**src/rtl/fic_dp_pkg.sv**
```systemverilog
// ----------------------------------------------------------------------------
// FIC depuncturer package
// Shared widths, the erasure reset value and the per-transaction plan type.
// ----------------------------------------------------------------------------
`default_nettype none

package fic_dp_pkg;

	localparam int POS_W     = 12;
	localparam int SOFT_W    = 8;
	localparam int CNT_W     = 2;
	localparam int GROUP_LEN = 32;

	localparam logic [SOFT_W-1:0] ERASURE_RESET = 8'd8;

	typedef logic [SOFT_W-1:0] soft_t;

	typedef struct packed {
		logic [CNT_W-1:0] ers_cnt;
		logic [POS_W-1:0] next_pos;
	} plan_t;

endpackage

`default_nettype wire

```
**src/rtl/fic_dp_planner.sv**
```systemverilog
// ----------------------------------------------------------------------------
// FIC depuncturer run planner
// Counts the punctured positions that follow a kept position and gives the
// position that the next received bit fills.
// ----------------------------------------------------------------------------
`default_nettype none

module fic_dp_planner #(
	parameter int REGION_ONE_BITS = 2688,
	parameter int REGION_TWO_END  = 3072,
	parameter int TAIL_BITS       = 24
) (
	input  wire logic [fic_dp_pkg::POS_W-1:0] pos,
	output fic_dp_pkg::plan_t                 plan
);
	import fic_dp_pkg::*;

	localparam int PW        = POS_W + 1;
	localparam int FRAME_LEN = REGION_TWO_END + TAIL_BITS;
	localparam int S2        = (REGION_ONE_BITS < REGION_TWO_END) ? REGION_ONE_BITS
	                                                              : REGION_TWO_END;
	localparam logic [PW-1:0] FRAME_LEN_C = PW'(FRAME_LEN);
	localparam logic [PW-1:0] S2_C        = PW'(S2);
	localparam logic [PW-1:0] R2_C        = PW'(REGION_TWO_END);
	localparam logic [4:0]    GROUP_TAIL  = 5'(GROUP_LEN - 4);

	function automatic logic kept(input logic [PW-1:0] p);
		logic [PW-1:0] off;
		logic          k;
		if (p < S2_C) begin
			k = (p[1:0] != 2'd3);
		end else if (p < R2_C) begin
			off = p - S2_C;
			if (off[4:0] >= GROUP_TAIL) begin
				k = !off[1];
			end else begin
				k = (off[1:0] != 2'd3);
			end
		end else begin
			off = p - R2_C;
			k = !off[1];
		end
		return k;
	endfunction

	logic [PW-1:0] p1;
	logic [PW-1:0] p2;
	logic [PW-1:0] p3;
	logic          ers1;
	logic          ers2;

	always_comb begin
		p1   = {1'b0, pos} + PW'(1);
		p2   = p1 + PW'(1);
		p3   = p2 + PW'(1);
		ers1 = 1'b0;
		ers2 = 1'b0;
		plan.ers_cnt  = '0;
		plan.next_pos = '0;
		if (p1 < FRAME_LEN_C) begin
			if (!kept(p1)) begin
				ers1 = 1'b1;
				if (p2 < FRAME_LEN_C && !kept(p2)) begin
					ers2 = 1'b1;
				end
			end
			if (ers2) begin
				plan.ers_cnt  = CNT_W'(2);
				plan.next_pos = (p3 >= FRAME_LEN_C) ? '0 : p3[POS_W-1:0];
			end else if (ers1) begin
				plan.ers_cnt  = CNT_W'(1);
				plan.next_pos = (p2 >= FRAME_LEN_C) ? '0 : p2[POS_W-1:0];
			end else begin
				plan.next_pos = p1[POS_W-1:0];
			end
		end
	end

endmodule

`default_nettype wire

```
**src/rtl/fic_depuncturer.sv**
```systemverilog
// The input is held in the pending register and each result is then registered
// in the output register. Each input causes 1 to 3 results (about 1.34 on
// average); the output register gives one result per cycle unless stalled.
// A new input is taken while the previous item's last result is loaded.
// Reset clears the frame position to 0 and the erasure value to 8.
// ----------------------------------------------------------------------------
// FIC depuncturer top level
// Rebuilds the mother-code frame from received soft bits, inserting erasures.
// ----------------------------------------------------------------------------
`default_nettype none

module fic_depuncturer #(
	parameter int REGION_ONE_BITS = 2688,
	parameter int REGION_TWO_END  = 3072,
	parameter int TAIL_BITS       = 24
) (
	input  wire logic              clk,
	input  wire logic              arst_n,
	input  wire logic              cfg_we,
	input  wire fic_dp_pkg::soft_t cfg_wdata,
	input  wire logic              item_valid,
	output logic                   item_stall,
	input  wire fic_dp_pkg::soft_t soft_bit,
	output logic                   result_valid,
	input  wire logic              result_stall,
	output fic_dp_pkg::soft_t      mother_value,
	output logic                   is_erasure,
	output logic                   frame_end,
	output logic                   run_last
);
	import fic_dp_pkg::*;

	localparam int PW = POS_W + 1;
	localparam logic [PW-1:0] FRAME_LAST_C = PW'(REGION_TWO_END + TAIL_BITS - 1);

	soft_t            erasure_q;
	logic [POS_W-1:0] pos_q;
	plan_t            plan;

	logic             pend_valid_q;
	soft_t            pend_val_q;
	logic [PW-1:0]    pend_pos_q;
	logic [CNT_W-1:0] pend_idx_q;
	logic [CNT_W-1:0] pend_cnt_q;

	logic load;
	logic load_last;
	logic item_take;

	fic_dp_planner #(
		.REGION_ONE_BITS(REGION_ONE_BITS),
		.REGION_TWO_END (REGION_TWO_END),
		.TAIL_BITS      (TAIL_BITS)
	) u_planner (
		.pos (pos_q),
		.plan(plan)
	);

	assign load       = pend_valid_q && (!result_valid || !result_stall);
	assign load_last  = load && (pend_idx_q == pend_cnt_q);
	assign item_stall = pend_valid_q && !load_last;
	assign item_take  = item_valid && !item_stall;

	always_ff @(posedge clk or negedge arst_n) begin
		if (!arst_n) begin
			erasure_q <= ERASURE_RESET;
		end else if (cfg_we) begin
			erasure_q <= cfg_wdata;
		end
	end

	always_ff @(posedge clk or negedge arst_n) begin
		if (!arst_n) begin
			pos_q        <= '0;
			pend_valid_q <= 1'b0;
		end else begin
			if (item_take) begin
				pos_q        <= plan.next_pos;
				pend_valid_q <= 1'b1;
			end else if (load_last) begin
				pend_valid_q <= 1'b0;
			end
		end
	end

	always_ff @(posedge clk) begin
		if (item_take) begin
			pend_val_q <= soft_bit;
			pend_pos_q <= {1'b0, pos_q};
			pend_idx_q <= '0;
			pend_cnt_q <= plan.ers_cnt;
		end else if (load) begin
			pend_pos_q <= pend_pos_q + PW'(1);
			pend_idx_q <= pend_idx_q + CNT_W'(1);
		end
	end

	always_ff @(posedge clk or negedge arst_n) begin
		if (!arst_n) begin
			result_valid <= 1'b0;
		end else if (load) begin
			result_valid <= 1'b1;
		end else if (!result_stall) begin
			result_valid <= 1'b0;
		end
	end

	always_ff @(posedge clk) begin
		if (load) begin
			mother_value <= (pend_idx_q == '0) ? pend_val_q : erasure_q;
			is_erasure   <= (pend_idx_q != '0);
			frame_end    <= (pend_pos_q == FRAME_LAST_C);
			run_last     <= (pend_idx_q == pend_cnt_q);
		end
	end

	a_run_continues: assert property (@(posedge clk) disable iff (!arst_n)
		result_valid && !result_stall && !run_last |=> result_valid)
		else $error("run broken before its last result");

	a_frame_end_last: assert property (@(posedge clk) disable iff (!arst_n)
		result_valid && frame_end |-> run_last)
		else $error("frame end not the last result of its run");

	a_pos_in_frame: assert property (@(posedge clk) disable iff (!arst_n)
		{1'b0, pos_q} <= FRAME_LAST_C)
		else $error("frame position out of range");

	a_take_fills: assert property (@(posedge clk) disable iff (!arst_n)
		item_take |=> pend_valid_q && pend_idx_q == '0)
		else $error("accepted transaction not pending");

endmodule

`default_nettype wire

```
**config.mk**
```make
export PLATFORM = sky130hd
export DESIGN_NAME = fic_depuncturer
export DESIGN_NICKNAME = d
export VERILOG_FILES = /design/src/rtl/fic_dp_pkg.sv /design/src/rtl/fic_dp_planner.sv /design/src/rtl/fic_depuncturer.sv
export SDC_FILE = /design/constraint.sdc
export NUM_CORES = 1
export LEC_CHECK = 0
export CORE_ASPECT_RATIO = 1.2
export CORE_MARGIN = 5
export CORE_UTILIZATION = 45
export CTS_BUF_LIST = sky130_fd_sc_hd__clkbuf_16
export DETAILED_ROUTE_END_ITERATION = 8
export DONT_BUFFER_PORTS = 1
export HOLD_SLACK_MARGIN = 0.1
export SKIP_LAST_GASP = 1
export SLEW_MARGIN = 40
export SYNTH_ARGS = -nofsm -noshare
export SYNTH_HDL_FRONTEND = slang
export SYNTH_SLANG_ARGS = --single-unit
```
**constraint.sdc**
```tcl
create_clock -name clk -period 11.92 [get_ports clk]
set_input_delay 0.596 -clock clk [delete_from_list [all_inputs] [get_ports clk]]
set_output_delay 0.596 -clock clk [all_outputs]
set_load 0.02 [all_outputs]
```
==> results of run 1 <==
-- cells by family (layout without fill, tap and decap cells) --
family,after synthesis,in the layout
simple gates,193,193
compound gates,124,124
flops,58,58
xor+xnor,46,46
buf+inv,46,34
mux,22,22
fa+ha+maj,6,6
-- report_power, final --
part	internal [mW]	leakage, nW	switching [mW]
clock	0.135	0.134	0.0781
combinational	0.194	0.924	0.331
sequential	0.305	0.615	0.133
-- metal layers --
layer  wire length [um]  vias to the layer above
li1                   -                     1821
met1               5290                     1862
met2               6560                      185
met3                767                       50
met4                687                        0
met5                  0                        -
-- path summary, 6_finish.rpt --
path                         startpoint       endpoint  cells past startpoint
setup / recovery               pos_q[0]      pos_q[11]                     11
hold / removal                   arst_n   erasure_q[3]                      0
setup reg to reg               pos_q[0]      pos_q[11]                     11
hold reg to reg            pend_valid_q   result_valid                      1
max in group asynchronous        arst_n   erasure_q[6]                      1
min in group clk            soft_bit[7]  pend_val_q[7]                      0
-- per-stage QoR --
| step | std cells | utilization | power [mW] | area [sq um] |
|---|---|---|---|---|
| detailed placement | 592 | 0.458 | 0.949 | 4530 |
| global route | 609 | 0.484 | 1.25 | 4790 |
| global placement | 592 | 0.458 | 0.951 | 4530 |
| finish | 609 | 0.484 | 1.18 | 4790 |
| CTS | 609 | 0.484 | 1.17 | 4800 |
| floorplan | 495 | - | 0.849 | 4510 |
-- sequential cells by signal, summed over array words and instances (netlist names) --
| signal | flops |
|---|---|
| erasure_q | 8 |
| frame_end | 1 |
| is_erasure | 1 |
| mother_value | 8 |
| pend_cnt_q | 2 |
| pend_idx_q | 2 |
| pend_pos_q | 13 |
| pend_val_q | 8 |
| pend_valid_q | 1 |
| pos_q | 12 |
| result_valid | 1 |
| run_last | 1 |
-- critical path: cells and delay by family, from the launching register on --
kind	cells	cell delay, ps
and+or+nand+nor	4	830
muxes	1	480
AOI/OAI and AO/OA	4	1320
adders and majority gates	1	740
DFF	1	800
xor gates and xnor gates	1	440
-- layout by cell type, fill, tap and decap left out, types with 13 or more instances in the layout --
cell      instances
nand2_1          48
a21oi_1          19
nand4_1          17
mux2_2           16
edfxtp_1         33
inv_1            15
nand3_1          20
xnor2_1          26
xor2_1           15
o21ai_0          26
dfrtp_1          21
nor2_1           33
nor3_1           13
-- cell type report --
| class | count | area share |
|---|---|---|
| Clock buffer | 9 | 0.0470 |
| Clock inverter | 7 | 0.00600 |
| Inverter | 13 | 0.0102 |
| Multi-Input combinational cell | 391 | 0.562 |
| Sequential cell | 58 | 0.334 |
| Tap cell | 126 | 0.0329 |
| Timing Repair Buffer | 5 | 0.00731 |
==> impl_metrics.csv, run 1 <==
group,metric,value,unit
finish,drive_gt1_frac,0.128,
logic_synthesis,synth_top_family_by_area,"simple AND/OR/NAND/NOR gates",
timing,min_period,4750,ps
logic_synthesis,ys_ff_latch,58,
drt,vias_per_cell,6.43,
global_routing,gr-usage-met1,0.277,
drt,wire_per_inst,21.8,um
die,die_w,101,um
die,initial_utilization,0.455,
global_routing,met3_usage,0.0360,
placement,dp_slack,7300,ps
placement,hpwl,9.70,mm
logic_synthesis,netlist_area,4510,sq um
logic_synthesis,syn_area_per_cell,9.11,sq um
finish,seq_area,1600,sq um
power,p_leak,1.67,nW
worst_setup_path,critPathMaxStageDelay,800,ps
finish,fin_nets,505,
logic_synthesis,synth_ff_type,"edfxtp_1",
placement,io_buffers,0,
drt,drt_iter0_drc,360,
global_routing,overflow,0,
logic_synthesis,synth_compound_area_frac,0.194,
timing,drv_slew,0,
logic_synthesis,syn-num-nets,522,
clock_network,clk_pin_slew,50,ps
die,io_pins,34,
die,die_area,12100,sq um
logic_synthesis,synth_top_area_frac,0.220,
min_path,hold_path_class,"in2async",
finish,multi_input_area,2700,sq um
clock_network,h-tree-depth,3,
logic_synthesis,yosysUniqueCellTypes,92,
logic_synthesis,synth-edff-count,33,
worst_setup_path,crit_path_max_fanout,22,
worst_setup_path,path_cells,"ha_1 > xor2_2 > nand3_1 > a21o_1 > o21ai_1 > nand4_1 > o21ai_2 > mux2i_4 > nor2_1 > and3_2 > a221o_1",
timing,hold_violations,0,
worst_setup_path,cp-start-kind,"flip-flop",
logic_synthesis,syn_inst,495,
finish,diodes,0,
clock_network,cts_made_buffers,9,
worst_setup_path,cp_slowest_cell,"dfrtp_1",
timing,relSlewSlack,0.521,
worst_setup_path,critPathRequiredTime,12120,ps
timing,setup_slack,7170,ps
drt,ant_nets,0,
timing,fin_crit_sh,0.398,
global_routing,use_met2,0.366,
clock_network,clock_latency,320,ps
global_routing,busiest_layer,"met2",
drt,vias,3918,
worst_setup_path,r2r_slack,7170,ps
power,power.density,245,nW/um^2
timing,whs,121,ps
drt,drc,0,
global_routing,grt_pass1_vias,3861,
logic_synthesis,ys_seq_area_frac,0.355,
clock_network,cts_sinks,58,
logic_synthesis,synthMuxAreaShare,0.0580,
global_routing,grt_max_degree,33,
worst_setup_path,crit_path_end_kind,"flip-flop",
logic_synthesis,synthTopCellsByCount,"nand2_1, edfxtp_1, nor2_1",
global_routing,grt_pass1_wl,21.1,mm
finish,n_fill_cell,969,
logic_synthesis,yosysMostFrequentCell,"nand2_1",
timing,finalSetupViolCount,0,
clock_network,cts_resized,0,
finish,area_delta_synth_final,6.24,%
clock_network,tritoncts,"yes",
drt,drt-total-wl,13.3,mm
global_routing,grt_antenna_before_repair,0,
logic_synthesis,synth_adder_area_share,0.0166,
die,core.rowCount,40,
clock_network,cts_hold_buf,1,
power,ir_worst_vdd,0.0846,mV
placement,place_congestion,0.963,
clock_network,postCtsSetupBuffers,0,
timing,max_clock_freq,211,MHz
logic_synthesis,synth-async-reset-ratio,0.379,
timing,rsz0062_at_grt,"false",
timing,tns,0,ps
logic_synthesis,synth_xor_area_frac,0.0976,
die,die_h,120,um
logic_synthesis,yosys.area.top_type,"edfxtp_1",
clock_network,root_buffer,"clkbuf_16",
global_routing,grt_use_total,0.225,
logic_synthesis,synth-simple-area-share,0.232,
drt,dr.pass1.iters,5,
timing,worstMarginPinSlew,719,ps
flow_run,drv_cap,0,
timing,worst_clock_skew,4.58,ps
run_status,status,"complete, no violations",
worst_setup_path,path_class,"reg2reg",
logic_synthesis,ys_top_cells_by_area,"edfxtp_1, dfrtp_1, xnor2_1",
logic_synthesis,ys_warn_count,0,
clock_network,clock_path_buffers,2,
worst_setup_path,worstPathArrival,4950,ps
die,core,9910,sq um
Note: power is estimated with default switching activity, not from simulation.
==> inputs of run 2 (changes only) <==
clock period = 4 ns   (was 11.92 ns; I/O delays follow)
==> impl_metrics.csv, run 2 (synthesized netlist as in run 1, its figures left out) <==
group,metric,value,unit
run_status,status,"complete, no violations",
clock_network,cts_made_buffers,9,
power,switching_share,0.440,
timing,worstMarginPinSlew,625,ps
finish,largestRegisters,"pend_pos_q: 13 flops, pos_q: 12 flops",
finish,drive_gt1_frac,0.199,
placement,hpwl,10.7,mm
finish,diodes,0,
clock_network,cts_sinks,58,
finish,area_delta_synth_final,21.3,%
global_routing,grt_use_total,0.242,
worst_setup_path,r2r-start,"pos_q[0]",
finish,final_cell_mix,"buf_4, nand2_1, nor2_1, edfxtp_1, dlygate4sd3_1",
timing,fin_crit_sh,0.924,
timing,max_clock_freq,270,MHz
drt,vias_per_cell,6.28,
drt,drc,0,
min_path,hold_end,"pos_q[0]",
die,die_area,12100,sq um
timing,hold_violations,0,
die,die_h,120,um
power,intPower,2.31,mW
clock_network,clock_path_buffers,2,
worst_setup_path,crit_path_end_kind,"flip-flop",
power,seq_power_share,0.291,
die,die_w,101,um
timing,finalSetupViolCount,0,
worst_setup_path,r2r-end,"pos_q[4]",
drt,wire_per_inst,20.8,um
power,pwr-share-comb,0.518,
placement,place_area,4890,sq um
power,power.density,752,nW/um^2
worst_setup_path,worstPathArrival,3900,ps
worst_setup_path,cp-start-kind,"flip-flop",
power,clkPwrFrac,0.190,
timing,relSlewSlack,0.583,
timing,min_period,3700,ps
die,core,9910,sq um
timing,drv_slew,0,
min_path,hold_depth,3,
global_routing,overflow,0,
worst_setup_path,r2r_slack,300,ps
die,core.rowCount,40,
global_routing,grt_max_degree,33,
clock_network,tritoncts,"yes",
global_routing,grt_pass1_vias,4238,
placement,io_buffers,0,
timing,rsz0062_at_grt,"false",
global_routing,grt_antenna_before_repair,0,
finish,largest_reg_flops,13,
timing,tns,0,ps
timing,worst_clock_skew,5.50,ps
flow_run,drv_cap,0,
power,p_leak,2.02,nW
finish,top_register,"pend_pos_q",
worst_setup_path,r2r_cells,11,
worst_setup_path,critPathRequiredTime,4210,ps
worst_setup_path,crit_path_max_fanout,14,
drt,vias,4287,
power,ir_worst_vdd,0.349,mV
power,power.net_switching,1.81,mW
clock_network,root_buffer,"clkbuf_16",
die,initial_utilization,0.455,
clock_network,clock_latency,320,ps
clock_network,clk_pin_slew,50,ps
min_path,hold_path_class,"in2reg",
finish,fin_nets,579,
finish,layout_commonest_cell,"buf_4",
clock_network,h-tree-depth,3,
drt,ant_nets,0,
placement,place_congestion,1.04,
die,io_pins,34,
global_routing,grt_pass1_wl,22.9,mm
finish,fin_area,5470,sq um
worst_setup_path,path_class,"reg2reg",
min_path,hp-start,"item_valid",
drt,drt_iter0_drc,413,
drt,dr.pass1.iters,7,
drt,drt-total-wl,14.2,mm
## run 2: per-stage QoR
stage	worst slack, ps	utilization	hold WS [ps]	power (mW)	cells
global route	157	0.552	375	4.37	683
detailed placement	179	0.493	-93.6	3.26	639
finish	302	0.552	353	4.12	683
CTS	158	0.552	331	4.09	682
global placement	288	0.493	-94.8	3.25	639
floorplan	166	-	-95.6	2.53	495
## run 2: worst max-delay path: stages (launching register included)
cell,delay (ps)
dfrtp_1,400
ha_2,420
nand2_1,120
o31ai_1,350
a32oi_1,250
or4_1,550
a32oi_1,350
or4b_1,170
nand4_1,110
o21ai_0,410
o21ai_0,220
a22o_1,240
## run 2: layout make-up
type	count	area [sq um]
Tap cell	126	158
Timing Repair Buffer	79	658
Sequential cell	58	1600
Clock buffer	9	225
Fill cell	869	4440
Inverter	13	48.8
Clock inverter	7	83.8
Multi-Input combinational cell	391	2700
## run 2: worst max-delay path by stage
stage | start | end | depth (start not counted) | slack, ps
after floorplan | pos_q[0] | pos_q[5] | 15 | 170
after global placement | pos_q[0] | pos_q[11] | 11 | 290
after detailed placement | pos_q[0] | pos_q[4] | 11 | 180
after CTS | pos_q[0] | pos_q[4] | 11 | 160
after global routing | pos_q[2] | pos_q[1] | 11 | 160
final | pos_q[0] | pos_q[4] | 11 | 300
## run 2: power groups by stage
stage,clock network [mW],registers (mW),logic [mW]
after floorplan,0,1.09,1.44
after global placement,0,1.20,2.05
after detailed placement,0,1.21,2.05
after CTS,0.799,1.20,2.09
after global routing,0.822,1.23,2.31
final,0.784,1.20,2.13
## run 2: timing repair
action / CTS / global route
endpoints found under the hold margin: 40 / 21
hold buffers: 27 / 1
endpoints found under the setup margin: 0 / 8
buffers inserted: 0 / 0
resized for setup: 0 / 1
## run 2: metal layers
layer / up-vias / GRT usage / part of all wire
li1: 1973 / - / -
met1: 2031 / 0.294 / 0.39
met2: 212 / 0.388 / 0.48
met3: 71 / 0.0343 / 0.061
met4: 0 / 0.169 / 0.072
met5: - / 0 / 0
==> inputs of run 3 (changes only) <==
CTS_BUF_LIST = not set   (was sky130_fd_sc_hd__clkbuf_16)
==> impl_metrics.csv, run 3 (synthesized netlist as in run 1, its figures left out) <==
group,metric,value,unit
finish,area_delta_synth_final,22.0,%
finish,diodes,0,
clock_network,tritoncts,"yes",
run_status,status,"complete, no violations",
drt,drt-total-wl,14.3,mm
global_routing,overflow,0,
clock_network,cts_made_buffers,9,
finish,layout_commonest_cell,"buf_4",
drt,wl_met3,827,um
die,die_w,101,um
finish,largest_reg_flops,13,
clock_network,clock_latency,320,ps
timing,worst_clock_skew,3.03,ps
drt,ant_nets,0,
die,die_area,12100,sq um
global_routing,grt_max_degree,33,
timing,hold_violations,0,
die,core.rowCount,40,
timing,rsz0062_at_grt,"false",
die,die_h,120,um
worst_setup_path,crit_path_end_kind,"flip-flop",
clock_network,clk_pin_slew,50,ps
global_routing,grt_pass1_wl,23.0,mm
finish,drive_gt1_frac,0.205,
timing,finalSetupViolCount,0,
power,p_total,4.18,mW
die,core,9910,sq um
worst_setup_path,path_class,"reg2reg",
global_routing,grt_antenna_before_repair,0,
timing,max_clock_freq,264,MHz
global_routing,grt_use_total,0.243,
drt,top_layer_used,"met4",
drt,dr.pass1.iters,5,
placement,hpwl,10.7,mm
clock_network,postCtsSetupBuffers,0,
global_routing,grt_pass1_vias,4260,
placement,place_inst,639,
power,power.density,760,nW/um^2
placement,place_congestion,1.04,
timing,whs,346,ps
clock_network,h-tree-depth,3,
drt,vias_per_cell,6.27,
timing,drv_slew,0,
timing,min_period,3790,ps
clock_network,clock_path_buffers,2,
timing,tns,0,ps
worst_setup_path,worstPathArrival,3990,ps
timing,worstMarginPinSlew,618,ps
die,io_pins,34,
worst_setup_path,critPathRequiredTime,4210,ps
finish,final_cell_mix,"buf_4, nand2_1, nor2_1, edfxtp_1, dlygate4sd3_1",
worst_setup_path,cp-start-kind,"flip-flop",
flow_run,drv_cap,0,
drt,wl_met1,5.57,mm
finish,largestRegisters,"pend_pos_q: 13 flops, pos_q: 12 flops",
finish,fin_nets,579,
finish,utilization,0.555,
drt,wire_per_inst,20.9,um
finish,n_fill_cell,866,
timing,relSlewSlack,0.588,
placement,io_buffers,0,
timing,fin_crit_sh,0.947,
power,p_leak,2.04,nW
drt,vias,4280,
finish,seq_area,1600,sq um
drt,drt_iter0_drc,462,
drt,drc,0,
die,initial_utilization,0.455,
finish,top_register,"pend_pos_q",
finish,layoutNonFillerInstCount,683,
drt,dr_wl_met2,6.86,mm
finish,multi_input_area,2700,sq um
worst_setup_path,crit_path_max_fanout,14,
power,ir_worst_vdd,0.349,mV
clock_network,root_buffer,"clkbuf_16",
clock_network,cts_sinks,58,
min_path,hold_path_class,"in2reg",
==> run 3: cell types whose count changed in the layout (fill, tap and decap cells not counted), sizes merged <==
cell	before	now
clkbuf	9	12
clkinv	5	2
==> run 3: where the power goes <==
group | switching, mW | internal [mW] | leakage (nW)
combinational | 1.28 | 0.850 | 1.26
clock | 0.253 | 0.594 | 0.166
sequential | 0.282 | 0.919 | 0.615
==> run 3: repair_timing <==
item                                   4_1_cts  5_1_grt
gates resized for setup                      0        1
setup endpoints to repair                    0        8
hold buffers                                27        1
endpoints found under the hold margin       40       21
==> run 3: path summary, 6_finish.rpt <==
kind	from	to	slack (ps)	cells past startpoint
worst max-delay path	pos_q[0]	pos_q[4]	210	11
worst min-delay path	item_valid	pos_q[0]	350	3
worst max register to register	pos_q[0]	pos_q[4]	210	11
worst min register to register	pend_valid_q	result_valid	470	1
max in group asynchronous	arst_n	erasure_q[3]	3220	2
min in group asynchronous	arst_n	erasure_q[0]	420	2
==> run 3: per-stage QoR <==
| step | setup WS (ps) | instance area, sq um |
|---|---|---|
| 2_1_floorplan | 166 | 4510 |
| 3_3_place_gp | 288 | 4890 |
| 3_5_place_dp | 179 | 4890 |
| 4_1_cts | 158 | 5500 |
| 5_1_grt | 157 | 5500 |
| 6_report | 213 | 5500 |
==> run 3: final cells by class <==
type,instances,share of cell area
clock inverter,4,0.0132
multi-input combinational,391,0.490
timing repair buffer,79,0.120
inverter,13,0.00887
sequential,58,0.291
clock buffer,12,0.0484
tap,126,0.0286
==> run 3: routing by layer <==
metal,track usage,up-vias
met5,0,-
met4,0.167,0
met3,0.0349,74
met2,0.390,223
met1,0.298,2015
li1,-,1968
==> run 3: critical path, cell delays in order (launching register included) <==
cell and delay [ps]:
dfrtp_1 400, ha_2 430, nand2_1 130, o31ai_1 370
a32oi_1 250, or4_1 550, a32oi_1 360, or4b_1 170
nand4_1 110, o21ai_0 430, o21ai_0 230, a22o_1 240
